### src/hw/rtl/lpct_pkg.sv
package lpct_pkg;

  typedef enum logic [1:0] {
    OP_READ  = 2'd0,
    OP_WRITE = 2'd1,
    OP_TICK  = 2'd2
  } lpct_op_e;

  localparam logic [9:0] ADDR_CSR = 10'd0;
  localparam logic [9:0] ADDR_PSR = 10'd1;
  localparam logic [9:0] ADDR_CMR = 10'd2;
  localparam logic [9:0] ADDR_CNR = 10'd3;

  localparam int unsigned CSR_TEN_BIT  = 0;
  localparam int unsigned CSR_TIE_BIT  = 6;
  localparam int unsigned CSR_TCF_BIT  = 7;
  localparam int unsigned PSR_PBYP_BIT = 2;
  localparam int unsigned PSR_PRE_LSB  = 3;
  localparam int unsigned PSR_PRE_MSB  = 6;

  localparam int unsigned PRESC_BITS = 15;
  localparam int unsigned SHIFT_BITS = 4;

  typedef logic [9:0]  lpct_addr_t;
  typedef logic [31:0] lpct_word_t;

endpackage

### src/hw/rtl/lpct_if.sv
interface lpct_in_if
  import lpct_pkg::*;
();
  logic       valid;
  logic       ready;
  logic [1:0] op;
  lpct_addr_t addr;
  lpct_word_t wdata;

  modport source (output valid, output op, output addr, output wdata, input ready);
  modport sink (input valid, input op, input addr, input wdata, output ready);
endinterface

interface lpct_out_if
  import lpct_pkg::*;
();
  logic       valid;
  logic       ready;
  lpct_word_t rdata;
  logic       irq;

  modport source (output valid, output rdata, output irq, input ready);
  modport sink (input valid, input rdata, input irq, output ready);
endinterface

### src/hw/rtl/low_power_compare_timer.sv
// Register-mapped low-power compare timer.
// The input channel carries one beat per bus read, bus write or source-clock
// tick (op, addr, wdata). The output channel returns exactly one beat for
// every input beat, in order, with rdata (read data, zero for writes and
// ticks) and irq, the interrupt line as it stands after that beat.
// A beat updates the timer state at the clock edge where it is accepted, and
// its result is written into the output register at that same edge.
// Throughput is one beat per cycle while the receiver keeps up; the timer state
// update and the result both come from one pass of logic at the input.
// The output register lets a new beat in whenever it is empty or is being
// taken in the same cycle, so a stalled receiver holds at most one result
// and the input stalls only while that result waits.
// Reset clears all registers, including the counters and the prescaler
// shift, and empties the output register.
module low_power_compare_timer
  import lpct_pkg::*;
#(
  parameter int unsigned COUNT_BITS = 16
) (
  input  logic        clk_i,
  input  logic        rst_ni,
  lpct_in_if.sink     in_i,
  lpct_out_if.source  out_o
);

  lpct_word_t             csr_q, csr_d;
  lpct_word_t             psr_q, psr_d;
  lpct_word_t             cmr_q, cmr_d;
  logic [COUNT_BITS-1:0]  tick_q, tick_d;
  logic [PRESC_BITS-1:0]  presc_q, presc_d;
  logic [SHIFT_BITS-1:0]  shift_q, shift_d;

  logic                   out_valid_q;
  lpct_word_t             rdata_q, rdata_d;
  logic                   irq_q, irq_d;

  logic                   in_fire;
  logic                   restart;
  logic [PRESC_BITS-1:0]  presc_top;
  logic [COUNT_BITS-1:0]  cmp_val;

  assign in_i.ready = !out_valid_q || out_o.ready;
  assign in_fire    = in_i.valid && in_i.ready;

  assign presc_top = PRESC_BITS'((16'd1 << shift_q) - 16'd1);
  assign cmp_val   = cmr_q[COUNT_BITS-1:0];

  always_comb begin
    csr_d   = csr_q;
    psr_d   = psr_q;
    cmr_d   = cmr_q;
    tick_d  = tick_q;
    presc_d = presc_q;
    shift_d = shift_q;
    rdata_d = '0;
    restart = 1'b0;

    case (lpct_op_e'(in_i.op))
      OP_READ: begin
        unique case (in_i.addr)
          ADDR_CSR: rdata_d = csr_q;
          ADDR_PSR: rdata_d = psr_q;
          ADDR_CMR: rdata_d = cmr_q;
          ADDR_CNR: rdata_d = 32'(tick_q);
          default:  rdata_d = '0;
        endcase
      end
      OP_WRITE: begin
        unique case (in_i.addr)
          ADDR_CSR: begin
            csr_d              = in_i.wdata;
            csr_d[CSR_TCF_BIT] = csr_q[CSR_TCF_BIT] && !in_i.wdata[CSR_TCF_BIT];
            restart            = !csr_q[CSR_TEN_BIT] && in_i.wdata[CSR_TEN_BIT];
          end
          ADDR_PSR: psr_d = in_i.wdata;
          ADDR_CMR: begin
            cmr_d   = in_i.wdata;
            restart = csr_q[CSR_TEN_BIT];
          end
          default: ;
        endcase
      end
      OP_TICK: begin
        if (csr_q[CSR_TEN_BIT]) begin
          if (presc_q < presc_top) begin
            presc_d = presc_q + PRESC_BITS'(1);
          end else begin
            presc_d = '0;
            if (tick_q == cmp_val) begin
              tick_d             = '0;
              csr_d[CSR_TCF_BIT] = 1'b1;
            end else begin
              tick_d = tick_q + COUNT_BITS'(1);
            end
          end
        end
      end
      default: ;
    endcase

    if (restart) begin
      tick_d  = '0;
      presc_d = '0;
      shift_d = psr_q[PSR_PBYP_BIT] ? '0 : psr_q[PSR_PRE_MSB:PSR_PRE_LSB];
    end

    irq_d = csr_d[CSR_TCF_BIT] && csr_d[CSR_TIE_BIT];
  end

  always_ff @(posedge clk_i or negedge rst_ni) begin
    if (!rst_ni) begin
      csr_q   <= '0;
      psr_q   <= '0;
      cmr_q   <= '0;
      tick_q  <= '0;
      presc_q <= '0;
      shift_q <= '0;
    end else if (in_fire) begin
      csr_q   <= csr_d;
      psr_q   <= psr_d;
      cmr_q   <= cmr_d;
      tick_q  <= tick_d;
      presc_q <= presc_d;
      shift_q <= shift_d;
    end
  end

  always_ff @(posedge clk_i or negedge rst_ni) begin
    if (!rst_ni) begin
      out_valid_q <= 1'b0;
    end else if (in_fire) begin
      out_valid_q <= 1'b1;
    end else if (out_o.ready) begin
      out_valid_q <= 1'b0;
    end
  end

  always_ff @(posedge clk_i or negedge rst_ni) begin
    if (!rst_ni) begin
      rdata_q <= '0;
      irq_q   <= 1'b0;
    end else if (in_fire) begin
      rdata_q <= rdata_d;
      irq_q   <= irq_d;
    end
  end

  assign out_o.valid = out_valid_q;
  assign out_o.rdata = rdata_q;
  assign out_o.irq   = irq_q;

  a_fire_gives_result: assert property (@(posedge clk_i) disable iff (!rst_ni)
    in_fire |=> out_valid_q)
    else $error("Accepted beat produced no result.");

  a_irq_tracks_state: assert property (@(posedge clk_i) disable iff (!rst_ni)
    out_valid_q |-> (irq_q == (csr_q[CSR_TCF_BIT] && csr_q[CSR_TIE_BIT])))
    else $error("Pending irq does not match the control state.");

  a_presc_in_range: assert property (@(posedge clk_i) disable iff (!rst_ni)
    presc_q <= presc_top)
    else $error("Prescale counter beyond its top value.");

  a_disabled_tick_holds: assert property (@(posedge clk_i) disable iff (!rst_ni)
    (in_fire && (in_i.op == OP_TICK) && !csr_q[CSR_TEN_BIT]) |=> $stable(tick_q))
    else $error("Tick counter moved while the timer was disabled.");

endmodule
### src/flat_wrapper.sv
// flat-port wrapper written by rule: the top's interface ports become plain ports
module low_power_compare_timer_flat import lpct_pkg::*;
#(
  parameter int unsigned COUNT_BITS = 16
)
  (clk_i, rst_ni, in_i_valid, in_i_op, in_i_addr, in_i_wdata, in_i_ready, out_o_valid, out_o_rdata, out_o_irq, out_o_ready);
  lpct_in_if in_i_i ();
  lpct_out_if out_o_i ();
  input  logic clk_i;
  input  logic rst_ni;
  input wire logic [$bits(in_i_i.valid)-1:0] in_i_valid;
  input wire logic [$bits(in_i_i.op)-1:0] in_i_op;
  input wire logic [$bits(in_i_i.addr)-1:0] in_i_addr;
  input wire logic [$bits(in_i_i.wdata)-1:0] in_i_wdata;
  output wire logic [$bits(in_i_i.ready)-1:0] in_i_ready;
  output wire logic [$bits(out_o_i.valid)-1:0] out_o_valid;
  output wire logic [$bits(out_o_i.rdata)-1:0] out_o_rdata;
  output wire logic [$bits(out_o_i.irq)-1:0] out_o_irq;
  input wire logic [$bits(out_o_i.ready)-1:0] out_o_ready;
  assign in_i_i.valid = in_i_valid;
  assign in_i_i.op = in_i_op;
  assign in_i_i.addr = in_i_addr;
  assign in_i_i.wdata = in_i_wdata;
  assign in_i_ready = in_i_i.ready;
  assign out_o_valid = out_o_i.valid;
  assign out_o_rdata = out_o_i.rdata;
  assign out_o_irq = out_o_i.irq;
  assign out_o_i.ready = out_o_ready;
  low_power_compare_timer #(.COUNT_BITS(COUNT_BITS)) u_core (.clk_i(clk_i), .rst_ni(rst_ni), .in_i(in_i_i), .out_o(out_o_i));
endmodule
### config.mk
export PLATFORM = sky130hd
export DESIGN_NAME = low_power_compare_timer_flat
export DESIGN_NICKNAME = d
export VERILOG_FILES = /design/src/hw/rtl/lpct_pkg.sv /design/src/hw/rtl/lpct_if.sv /design/src/hw/rtl/low_power_compare_timer.sv /design/src/flat_wrapper.sv
export SDC_FILE = /design/constraint.sdc
export NUM_CORES = 1
export LEC_CHECK = 0
export BUFFER_PORTS_ARGS = -buffer_cell sky130_fd_sc_hd__buf_2
export CELL_PAD_IN_SITES_DETAIL_PLACEMENT = 1
export CELL_PAD_IN_SITES_GLOBAL_PLACEMENT = 1
export CORE_MARGIN = 2
export CORE_UTILIZATION = 40
export CTS_CLUSTER_SIZE = 24
export DETAILED_ROUTE_END_ITERATION = 10
export PLACE_DENSITY = 0.75
export SETUP_SLACK_MARGIN = 0.4
export SYNTH_ARGS = -nofsm -noshare
export SYNTH_HDL_FRONTEND = slang
export SYNTH_SLANG_ARGS = --single-unit
### constraint.sdc
create_clock -name clk_i -period 5 [get_ports clk_i]
set_input_delay 0.75 -clock clk_i [delete_from_list [all_inputs] [get_ports clk_i]]
set_output_delay 0.75 -clock clk_i [all_outputs]
set_load 0.05 [all_outputs]
==> impl_table.tex, run 1 <==
\begin{tabular}{lr}
\hline
Metric & Value \\
\hline
\multicolumn{2}{l}{\textbf{Status}} \\
\quad Run status & complete, no violations \\
\multicolumn{2}{l}{\textbf{Yosys}} \\
\quad Synth Cell Area & 0.00824 mm2 \\
\quad Primary flip-flop cell chosen by synthesis mapping & dfrtp\_1 \\
\quad Count of distinct cell types in the synthesized netlist & between 50 and 60 \\
\quad Post-synthesis cell type with the largest combined area & dfrtp\_1 \\
\quad Flip-flop and latch count after synthesis & approximately 170 \\
\quad Synthesized instance count & $\sim$700 \\
\quad Fraction of synthesis flops using an asynchronous set or reset pin & 1.00 \\
\quad Post-synth EDFFs & 0 \\
\quad Synthesized area per cell & between 10 and 15 um2 \\
\quad Top cells by area, synth & dfrtp\_1, mux2\_2, a22o\_1 \\
\quad Part of the Yosys area used for sequential elements & 0.501 \\
\quad Ys Warns & 0 \\
\quad Net count after synthesis & slightly below 800 \\
\quad Area share of the largest cell type after synthesis & 0.501 \\
\multicolumn{2}{l}{\textbf{STA}} \\
\quad Final Max Tran Viols & 0 \\
\quad Share of the clock period used by the worst path & 0.838 \\
\quad Final hold vios & 0 \\
\quad Clock Skew & slightly below 0.007 ns \\
\quad Max Clock Freq & around 240 MHz \\
\quad Final count of negative-setup-slack endpoints & 0 \\
\quad Max\_slew headroom & 0.389 \\
\quad Min Tclk post-route & around 4.2 ns \\
\quad Slew at the pin with the worst max-slew slack & slightly above 0.9 ns \\
\quad Setup repair after global routing missed its margin & no \\
\quad Post-route setup TNS & 0 ns \\
\multicolumn{2}{l}{\textbf{Placed design}} \\
\quad Post-DP HPWL & roughly 16 mm \\
\quad Buffers added on ports & 82 \\
\quad Gpl congestion & roughly 0.84 \\
\multicolumn{2}{l}{\textbf{Clock tree}} \\
\quad Maximum level of the CTS H-tree & 4 \\
\quad Clock tree from TritonCTS & built \\
\quad Number of resized instances in the post-cts repair step & 0 \\
\quad Clock transition at the registers of the reported paths & approximately 0.070 ns \\
\quad Worst skew pair latency & around 0.43 ns \\
\quad Number of clock sinks & around 170 \\
\quad Setup bufs post-CTS & 0 \\
\quad Cell at the root of the clock tree & clkbuf\_16 \\
\quad Post-CTS Hold Buffers & 0 \\
\quad Total CTS buffers & 17 \\
\quad Bufs on Longest Clock Path & 2 \\
\multicolumn{2}{l}{\textbf{Run}} \\
\quad Number of max-capacitance violations reported & 0 \\
\multicolumn{2}{l}{\textbf{Worst setup path}} \\
\quad Cells along the critical path & or4\_4 -> ha\_1 -> xor2\_1 -> nor2\_1 -> a31oi\_1 -> ha\_1 -> nand4\_1 -> nor3\_1 -> a311oi\_1 -> a21oi\_2 -> and2\_1 -> mux2\_2 \\
\quad Setup crit start kind & flop \\
\quad Register-to-Register Setup Slack & 0.81 ns \\
\quad Worst path max stage delay & approximately 0.59 ns \\
\quad Worst setup path startpoint & u\_core.shift\_q[2]\$\_DFFE\_PN0P\_ \\
\quad Max stage delay cell, worst path & or4\_4 \\
\quad Cell repeated most along the worst path & ha\_1 \\
\quad Capture instance of the worst register-to-register path & u\_core.tick\_q[0]\$\_DFFE\_PN0P\_ \\
\quad Arrival time of data at the critical path endpoint & between 4 and 5 ns \\
\quad Type of the worst setup path & flop to flop \\
\quad CP Data Required Time & between 5 and 6 ns \\
\quad CP endpoint kind & flop \\
\quad FF-to-FF path depth & 12 \\
\quad Max FO, Critical Path & 12 \\
\quad Source of the worst register-to-register timing path & u\_core.shift\_q[2]\$\_DFFE\_PN0P\_ \\
\multicolumn{2}{l}{\textbf{Die}} \\
\quad Placeable core region & $\sim$0.02 mm2 \\
\quad Floorplan die width & $\sim$150 um \\
\quad Starting density of the core & 0.407 \\
\quad Vertical die dimension & roughly 150 um \\
\quad Row Count & 52 \\
\quad I/O pin total & slightly above 80 \\
\quad Area enclosed by the die boundary & approximately 0.022 mm2 \\
\multicolumn{2}{l}{\textbf{Cells and area}} \\
\quad Top library cells by usage in the layout, fill and taps aside & dfrtp\_1, mux2\_2, buf\_2 \\
\quad Total inserted antenna cells & 0 \\
\quad Fraction of final layout cells sized beyond drive strength 1 & 0.293 \\
\quad Signed area change from the synthesized netlist to the final layout & 15.6\% \\
\quad Net count, final & 850 \\
\quad Number of filler cells placed in the layout & 2179 \\
\quad Most common cell after layout, fill and taps aside & dfrtp\_1 \\
\multicolumn{2}{l}{\textbf{Route}} \\
\quad Final ANT Viol Nets & 0 \\
\quad Number of vias after detailed routing & approximately 6.3k \\
\quad Routed wire per std cell & roughly 22 um \\
\quad Detailed router's first-iteration violation count & approximately 390 \\
\quad Total wirelength of the detailed-routed design & approximately 24 mm \\
\quad Number of remaining DRC errors & 0 \\
\quad Pre-antenna DRT Iters & 5 \\
\quad Detail-routed via count per cell & approximately 6 \\
\multicolumn{2}{l}{\textbf{Pwr}} \\
\quad Total Power Consumption & approximately 2.9 mW \\
\quad Lkg Pwr & approximately 4.6 nW \\
\quad Peak ir drop on the vdd network & between 0.2 and 0.25 mV \\
\quad Power Density & a little over 300 mW/mm2 \\
\multicolumn{2}{l}{\textbf{GRT}} \\
\quad Wire length of the first global-routing pass & between 30 and 40 mm \\
\quad GRT Resource Usage Total & 0.223 \\
\quad Aggregate global routing overflow & 0 \\
\quad Number of antenna violations at the first check in global routing & 0 \\
\quad Via count of the first global-routing pass & about 7k \\
\quad Largest net degree at the start of global routing & 71 \\
\multicolumn{2}{l}{\textbf{Min path}} \\
\quad Hold Path Class & input port to async pin \\
\hline
\end{tabular}
[metal layers]
layer / GRT usage / wire length (um)
met5: 0 / 0
met4: 0.0793 / 469
met3: 0.0420 / 908
met2: 0.384 / 12000
met1: 0.282 / 10200
[area by class of cell]
| cell class | instances | area (um2) | share of cell area |
|---|---|---|---|
| inverters | 12 | 45.0 | 0.00473 |
| multi-input cells | 492 | 3860 | 0.406 |
| flip-flops and latches | 165 | 4130 | 0.434 |
| clock buffers | 17 | 425 | 0.0447 |
| well taps | 270 | 338 | 0.0355 |
| clock inverters | 15 | 216 | 0.0227 |
| repair buffers | 94 | 507 | 0.0532 |
[critical path: cells and delay by family (launching register included)]
family / cells / cell delay, ns
XOR/XNOR: 1 / 0.18
AO/OA/AOI/OAI: 3 / 0.84
AND/OR/NAND/NOR: 5 / 1.72
adder cells (fa/ha/maj): 2 / 0.63
flip-flops: 1 / 0.51
multiplexers: 1 / 0.25
[power by group]
part	switching [mW]	internal [mW]	leakage, nW
combinational	0.0779	0.0292	2.06
clock	0.579	0.851	0.308
sequential	0.00257	1.34	2.28
[worst max-delay path by stage]
stage                                               end  slack (ns)  depth (start not counted)
after global routing       u_core.tick_q[5]$_DFFE_PN0P_        0.55                         12
after floorplan           u_core.tick_q[12]$_DFFE_PN0P_        1.54                         15
after detailed placement   u_core.tick_q[0]$_DFFE_PN0P_        0.88                         12
after CTS                  u_core.tick_q[0]$_DFFE_PN0P_        0.87                         12
final                      u_core.tick_q[0]$_DFFE_PN0P_        0.81                         12
after global placement     u_core.tick_q[0]$_DFFE_PN0P_        1.20                         12
[cells by family after synthesis]
group / count (synthesis) / share of synthesized area
adders and majority gates: 20 / 0.0304
buffers and inverters: 63 / 0.0322
AOI/OAI and AO/OA: 174 / 0.150
xor gates and xnor gates: 24 / 0.0255
muxes: 114 / 0.153
and+or+nand+nor: 160 / 0.107
DFF: 165 / 0.501
[cell usage after synthesis (all sizes together), types with 17 or more instances]
cell,instances
o21ai,35
a22o,43
a22oi,26
dfrtp,165
and3,18
a21oi,21
nor2,26
mux2i,17
nand2,28
ha,20
nand3,27
xnor2,23
clkbuf,34
mux2,97
buf,17
[flip-flops by register name, summed over array words and instances, names as in the netlist]
register	flops
u_core.out_o.rdata	32
u_core.tick_q	16
u_core.psr_q	32
u_core.out_o.valid	1
u_core.shift_q	4
u_core.presc_q	15
u_core.csr_q	32
u_core.cmr_q	32
u_core.out_o.irq	1
[through the flow]
step,utilization,instance area [um2],cells,worst slack (ns),hold WS [ns]
2_1_floorplan,-,8240,720,1.54,0.454
3_3_place_gp,0.439,8880,1033,1.20,0.467
3_5_place_dp,0.439,8880,1033,0.884,0.485
4_1_cts,0.471,9520,1065,0.872,0.303
5_1_grt,0.471,9520,1065,0.554,0.326
6_report,0.471,9520,1065,0.809,0.293
No activity file was read; power rests on OpenSTA's default activity.
==> run 2, diff against run 1 <==
- PLACE_DENSITY: 0.75 -> 0.78
- clock period: 5 -> 3.5 ns (I/O delays scaled with it)
==> impl_table.tex, run 2 (synthesized netlist as in run 1, its figures left out) <==
\begin{tabular}{lr}
\hline
Metric & Value \\
\hline
\multicolumn{2}{l}{\textbf{Cells and area}} \\
\quad Cell Count, Final, Fillers Out & roughly 1.1k \\
\quad Signed area change from the synthesized netlist to the final layout & 19.8\% \\
\quad Core Util, Final & 0.488 \\
\quad Top library cells by usage in the layout, fill and taps aside & dfrtp\_1, mux2\_2, buf\_2 \\
\quad Final design instance area without fill & 0.00987 mm2 \\
\quad Net count, final & between 800 and 900 \\
\quad Fraction of final layout cells sized beyond drive strength 1 & 0.341 \\
\quad Most common cell after layout, fill and taps aside & dfrtp\_1 \\
\multicolumn{2}{l}{\textbf{STA}} \\
\quad Final count of negative-setup-slack endpoints & 0 \\
\quad Max Clock Freq & around 300 MHz \\
\quad Min Tclk post-route & 3.28 ns \\
\quad Max\_slew headroom & 0.252 \\
\quad Crit path setup slack, layout & $\sim$0.22 ns \\
\quad Final Max Tran Viols & 0 \\
\quad Share of the clock period used by the worst path & 0.937 \\
\quad Setup repair after global routing missed its margin & yes \\
\quad Post-route setup TNS & 0 ns \\
\quad Slew at the pin with the worst max-slew slack & 1.11 ns \\
\quad Clock Skew & 0.00952 ns \\
\quad Final hold vios & 0 \\
\multicolumn{2}{l}{\textbf{Clock tree}} \\
\quad Post-CTS Hold Buffers & 0 \\
\quad Worst skew pair latency & around 0.43 ns \\
\quad Bufs on Longest Clock Path & 2 \\
\quad Clock tree from TritonCTS & built \\
\quad Cell at the root of the clock tree & clkbuf\_16 \\
\quad Total CTS buffers & 17 \\
\quad Number of clock sinks & between 150 and 200 \\
\quad Clock transition at the registers of the reported paths & roughly 0.07 ns \\
\quad Maximum level of the CTS H-tree & 4 \\
\multicolumn{2}{l}{\textbf{Route}} \\
\quad Detailed router's first-iteration violation count & a little under 300 \\
\quad Detail-routed via count per cell & 5.80 \\
\quad Total wirelength of the detailed-routed design & 22.3 mm \\
\quad Number of vias after detailed routing & roughly 6.3k \\
\quad Number of remaining DRC errors & 0 \\
\quad Pre-antenna DRT Iters & 5 \\
\quad Routed wire per std cell & approximately 20 um \\
\quad Routed met2 length & $\sim$11 mm \\
\quad Total routed wire length on the met1 layer & around 9.4 mm \\
\quad Amount of wire on met3 after detailed routing & around 1.1 mm \\
\quad Final ANT Viol Nets & 0 \\
\quad Max Used Layer & met4 \\
\multicolumn{2}{l}{\textbf{Placed design}} \\
\quad Placed cell areas & around 0.009 mm2 \\
\quad DP Cell Count & approximately 1.0k \\
\quad Gpl congestion & between 0.8 and 0.9 \\
\quad Buffers added on ports & between 80 and 90 \\
\quad Worst-case setup slack after placement & between 0.09 and 0.1 ns \\
\quad Post-DP HPWL & between 10 and 15 mm \\
\multicolumn{2}{l}{\textbf{Die}} \\
\quad Placeable core region & between 0.02 and 0.025 mm2 \\
\quad Area enclosed by the die boundary & roughly 0.022 mm2 \\
\quad Floorplan die width & about 150 um \\
\quad Starting density of the core & 0.407 \\
\quad Row Count & 52 \\
\quad I/O pin total & 83 \\
\quad Vertical die dimension & 148 um \\
\multicolumn{2}{l}{\textbf{Worst setup path}} \\
\quad Setup crit start kind & flop \\
\quad Arrival time of data at the critical path endpoint & about 3.6 ns \\
\quad CP endpoint kind & flop \\
\quad Max FO, Critical Path & 6 \\
\quad CP Data Required Time & 3.81 ns \\
\quad Type of the worst setup path & flop to flop \\
\quad FF-to-FF path depth & 13 \\
\quad Register-to-Register Setup Slack & about 0.22 ns \\
\multicolumn{2}{l}{\textbf{Run}} \\
\quad Number of max-capacitance violations reported & 0 \\
\multicolumn{2}{l}{\textbf{GRT}} \\
\quad Via count of the first global-routing pass & 6804 \\
\quad Aggregate global routing overflow & 0 \\
\quad Largest net degree at the start of global routing & roughly 90 \\
\quad Wire length of the first global-routing pass & approximately 37 mm \\
\quad GRT Resource Usage Total & 0.212 \\
\quad Number of antenna violations at the first check in global routing & 1 \\
\multicolumn{2}{l}{\textbf{Status}} \\
\quad Run status & complete, no violations \\
\multicolumn{2}{l}{\textbf{Pwr}} \\
\quad Lkg Pwr & roughly 4.8 nW \\
\quad Power Density & roughly 400 mW/mm2 \\
\quad Peak ir drop on the vdd network & approximately 0.37 mV \\
\multicolumn{2}{l}{\textbf{Min path}} \\
\quad Hold Path Class & input port to async pin \\
\hline
\end{tabular}
[run 2: through the flow]
step                      hold slack (ns)  power, mW
after detailed placement            0.476       2.11
final                               0.157       3.94
after CTS                           0.176       3.98
after global placement              0.466       2.10
after global routing                0.221       4.06
after floorplan                     0.229       2.00
[run 2: path summary, 6_finish.rpt]
check	startpoint	end
worst max-delay path	u_core.shift_q[0]$_DFFE_PN0P_	u_core.tick_q[12]$_DFFE_PN0P_
worst min-delay path	rst_ni	u_core.out_o.rdata[13]$_DFFE_PN0P_
worst max register to register	u_core.shift_q[0]$_DFFE_PN0P_	u_core.tick_q[12]$_DFFE_PN0P_
worst min register to register	u_core.csr_q[25]$_DFFE_PN0P_	u_core.csr_q[25]$_DFFE_PN0P_
max in group asynchronous	rst_ni	u_core.out_o.valid$_DFFE_PN0P_
min in group clk_i	in_i_wdata[25]	u_core.csr_q[25]$_DFFE_PN0P_
[run 2: area by class of cell]
| cell class | count | area, um2 |
|---|---|---|
| Inverter | 12 | 48.8 |
| Antenna cell | 1 | 2.50 |
| Sequential cell | 165 | 4130 |
| Timing Repair Buffer | 118 | 721 |
| Clock inverter | 15 | 161 |
| Multi-Input combinational cell | 494 | 4040 |
| Fill cell | 2153 | 10400 |
| Tap cell | 270 | 338 |
| Clock buffer | 17 | 425 |
[run 2: routing by layer]
layer  vias up  track usage
met3        23       0.0349
met1      3291        0.275
met2       134        0.363
met4         0       0.0688
li1       2882            -
met5         -            0
[run 2: what timing repair did]
action / in CTS / in global routing
pin swaps: 18 / 9
resized for setup: 19 / 17
setup endpoints to repair: 31 / 33
buffers inserted: 7 / 3
gates cloned: 3 / 0
[run 2: worst max-delay path: stages, from the launching register on]
cell and delay (ns):
dfrtp_1 0.38, or4_4 0.56, ha_4 0.22, nor3_2 0.12, a21oi_1 0.06, o31a_1 0.25, ha_1 0.30, a21oi_1 0.13
o21ai_0 0.12, a22oi_2 0.27, a21oi_2 0.12, buf_6 0.15, and2_4 0.18, a221o_1 0.29
[run 2: where the power goes]
group,switching (mW),internal (mW),leakage [nW]
combinational,0.110,0.0450,2.25
sequential,0.00313,1.91,2.28
clock,0.859,1.01,0.285
total,0.972,2.97,4.81
==> run 3, diff against run 2 <==
- CORE_UTILIZATION: 40 -> 25
- PLACE_DENSITY: 0.78 -> 0.55
- REMOVE_ABC_BUFFERS: not set -> 1
==> impl_table.tex, run 3 (synthesized netlist as in run 1, its figures left out) <==
\begin{tabular}{lr}
\hline
Metric & Value \\
\hline
\multicolumn{2}{l}{\textbf{Die}} \\
\quad I/O pin total & 83 \\
\quad Area enclosed by the die boundary & about 0.034 mm2 \\
\quad Row Count & 66 \\
\quad Floorplan die width & 186 um \\
\quad Vertical die dimension & 186 um \\
\quad Starting density of the core & 0.254 \\
\quad Placeable core region & around 0.032 mm2 \\
\multicolumn{2}{l}{\textbf{STA}} \\
\quad Max\_slew headroom & 0.268 \\
\quad Slew at the pin with the worst max-slew slack & roughly 1.1 ns \\
\quad Max Clock Freq & 305 MHz \\
\quad Final count of negative-setup-slack endpoints & 0 \\
\quad Share of the clock period used by the worst path & 0.936 \\
\quad Worst hold slack across all endpoints & a little under 0.08 ns \\
\quad Crit path setup slack, layout & about 0.22 ns \\
\quad Min Tclk post-route & around 3.3 ns \\
\quad Setup repair after global routing missed its margin & yes \\
\quad Final hold vios & 0 \\
\quad Clock Skew & between 0.01 and 0.015 ns \\
\quad Final Max Tran Viols & 0 \\
\multicolumn{2}{l}{\textbf{Cells and area}} \\
\quad Net count, final & between 800 and 900 \\
\quad Most common cell after layout, fill and taps aside & dfrtp\_1 \\
\quad Signed area change from the synthesized netlist to the final layout & 23.5\% \\
\quad Fraction of final layout cells sized beyond drive strength 1 & 0.339 \\
\quad Top library cells by usage in the layout, fill and taps aside & dfrtp\_1, mux2\_2, buf\_2 \\
\quad Cell Count, Final, Fillers Out & $\sim$1.3k \\
\quad Core Util, Final & 0.314 \\
\multicolumn{2}{l}{\textbf{Clock tree}} \\
\quad Worst skew pair latency & around 0.46 ns \\
\quad Total CTS buffers & 17 \\
\quad Cell at the root of the clock tree & clkbuf\_16 \\
\quad Maximum level of the CTS H-tree & 4 \\
\quad Bufs on Longest Clock Path & 2 \\
\quad Number of clock sinks & roughly 170 \\
\quad Clock tree from TritonCTS & built \\
\quad Clock transition at the registers of the reported paths & $\sim$0.080 ns \\
\multicolumn{2}{l}{\textbf{Placed design}} \\
\quad Gpl congestion & 0.765 \\
\quad Post-DP HPWL & between 15 and 20 mm \\
\quad Buffers added on ports & just over 80 \\
\quad DP Cell Count & $\sim$1.2k \\
\quad Worst-case setup slack after placement & -0.0351 ns \\
\multicolumn{2}{l}{\textbf{GRT}} \\
\quad Largest net degree at the start of global routing & 74 \\
\quad Aggregate global routing overflow & 0 \\
\quad GRT Resource Usage Total & 0.146 \\
\quad Number of antenna violations at the first check in global routing & 4 \\
\quad Via count of the first global-routing pass & $\sim$6.5k \\
\quad Wire length of the first global-routing pass & $\sim$39 mm \\
\multicolumn{2}{l}{\textbf{Route}} \\
\quad Routed wire per std cell & 19.0 um \\
\quad Number of vias after detailed routing & roughly 6.3k \\
\quad Number of remaining DRC errors & 0 \\
\quad Detail-routed via count per cell & 4.93 \\
\quad Total wirelength of the detailed-routed design & between 20 and 25 mm \\
\quad Detailed router's first-iteration violation count & 304 \\
\quad Final ANT Viol Nets & 0 \\
\quad Pre-antenna DRT Iters & 4 \\
\multicolumn{2}{l}{\textbf{Min path}} \\
\quad Hold Path Class & input port to async pin \\
\multicolumn{2}{l}{\textbf{Worst setup path}} \\
\quad Arrival time of data at the critical path endpoint & $\sim$3.6 ns \\
\quad Worst path max stage delay & 0.57 ns \\
\quad CP endpoint kind & flop \\
\quad Max stage delay cell, worst path & or4\_4 \\
\quad Max FO, Critical Path & 7 \\
\quad CP Data Required Time & about 3.8 ns \\
\quad Cells along the critical path & or4\_4 -> ha\_4 -> nor4\_4 -> a31oi\_1 -> o22a\_1 -> ha\_4 -> nand2\_4 -> nor3\_4 -> a311oi\_2 -> buf\_4 -> buf\_4 -> nand3\_4 -> buf\_6 -> nor2\_4 -> mux2\_4 \\
\quad Setup crit start kind & flop \\
\quad Type of the worst setup path & flop to flop \\
\multicolumn{2}{l}{\textbf{Pwr}} \\
\quad Power Density & 399 mW/mm2 \\
\quad Lkg Pwr & 4.86 nW \\
\quad Peak ir drop on the vdd network & roughly 0.28 mV \\
\multicolumn{2}{l}{\textbf{Run}} \\
\quad Number of max-capacitance violations reported & 0 \\
\multicolumn{2}{l}{\textbf{Status}} \\
\quad Run status & complete, no violations \\
\hline
\end{tabular}
==> run 3: per-layer routing <==
layer | global-route usage | vias to the layer above | share of wire
li1 | - | 2881 | -
met1 | 0.197 | 3279 | 0.48
met2 | 0.238 | 81 | 0.48
met4 | 0.0387 | 6 | 0.012
met5 | 0 | - | 0.0014
met3 | 0.0309 | 23 | 0.033
==> run 3: worst max-delay path, delay by kind of cell, from the launching register on <==
kind / cells / cell delay [ns]
AOI/OAI and AO/OA: 3 / 0.39
DFF: 1 / 0.38
and+or+nand+nor: 6 / 1.14
muxes: 1 / 0.31
adders and majority gates: 2 / 0.52
buffers and inverters: 3 / 0.44
==> run 3: area by class of cell <==
class | count | area, um2
fill | 3607 | 22300
sequential | 165 | 4130
multi-input combinational | 492 | 4000
timing repair buffer | 128 | 823
tap | 442 | 553
clock buffer | 17 | 425
clock inverter | 15 | 195
inverter | 12 | 48.8
antenna | 1 | 2.50
==> run 3: where the power goes <==
part	total [mW]	switching, mW	internal (mW)
combinational	0.160	0.115	0.0443
sequential	1.91	0.00308	1.91
clock	1.99	1.00	0.982
total	4.06	1.12	2.94
==> run 3: path summary, 6_finish.rpt <==
kind                                               start                        endpoint  slack (ns)  cells past startpoint
min in group clk_i                            in_i_valid  u_core.out_o.valid$_DFFE_PN0P_        0.31                      2
setup reg to reg           u_core.shift_q[2]$_DFFE_PN0P_   u_core.presc_q[0]$_DFFE_PN0P_        0.22                     15
hold reg to reg             u_core.csr_q[21]$_DFFE_PN0P_    u_core.csr_q[21]$_DFFE_PN0P_        0.50                      1
hold / removal                                    rst_ni    u_core.cmr_q[18]$_DFFE_PN0P_        0.08                      1
setup / recovery           u_core.shift_q[2]$_DFFE_PN0P_   u_core.presc_q[0]$_DFFE_PN0P_        0.22                     15
max in group asynchronous                         rst_ni     u_core.psr_q[8]$_DFFE_PN0P_        2.53                      2
==> run 3: repair_timing <==
action / in CTS / in global routing
pin swaps: 25 / 16
setup endpoints to repair: 33 / 33
gates cloned: 1 / 0
resized for setup: 18 / 15
hold buffers: 0 / 0
setup buffers: 2 / 8
endpoints found under the hold margin: 0 / 0
==> run 3: per-stage QoR <==
stage	instance area [um2]	TNS [ns]	power (mW)
2_1_floorplan	8020	-16.56	1.99
3_3_place_gp	9320	0	2.11
3_5_place_dp	9320	-0.136	2.11
4_1_cts	10100	0	4.12
5_1_grt	10200	0	4.20
6_report	10200	0	4.06
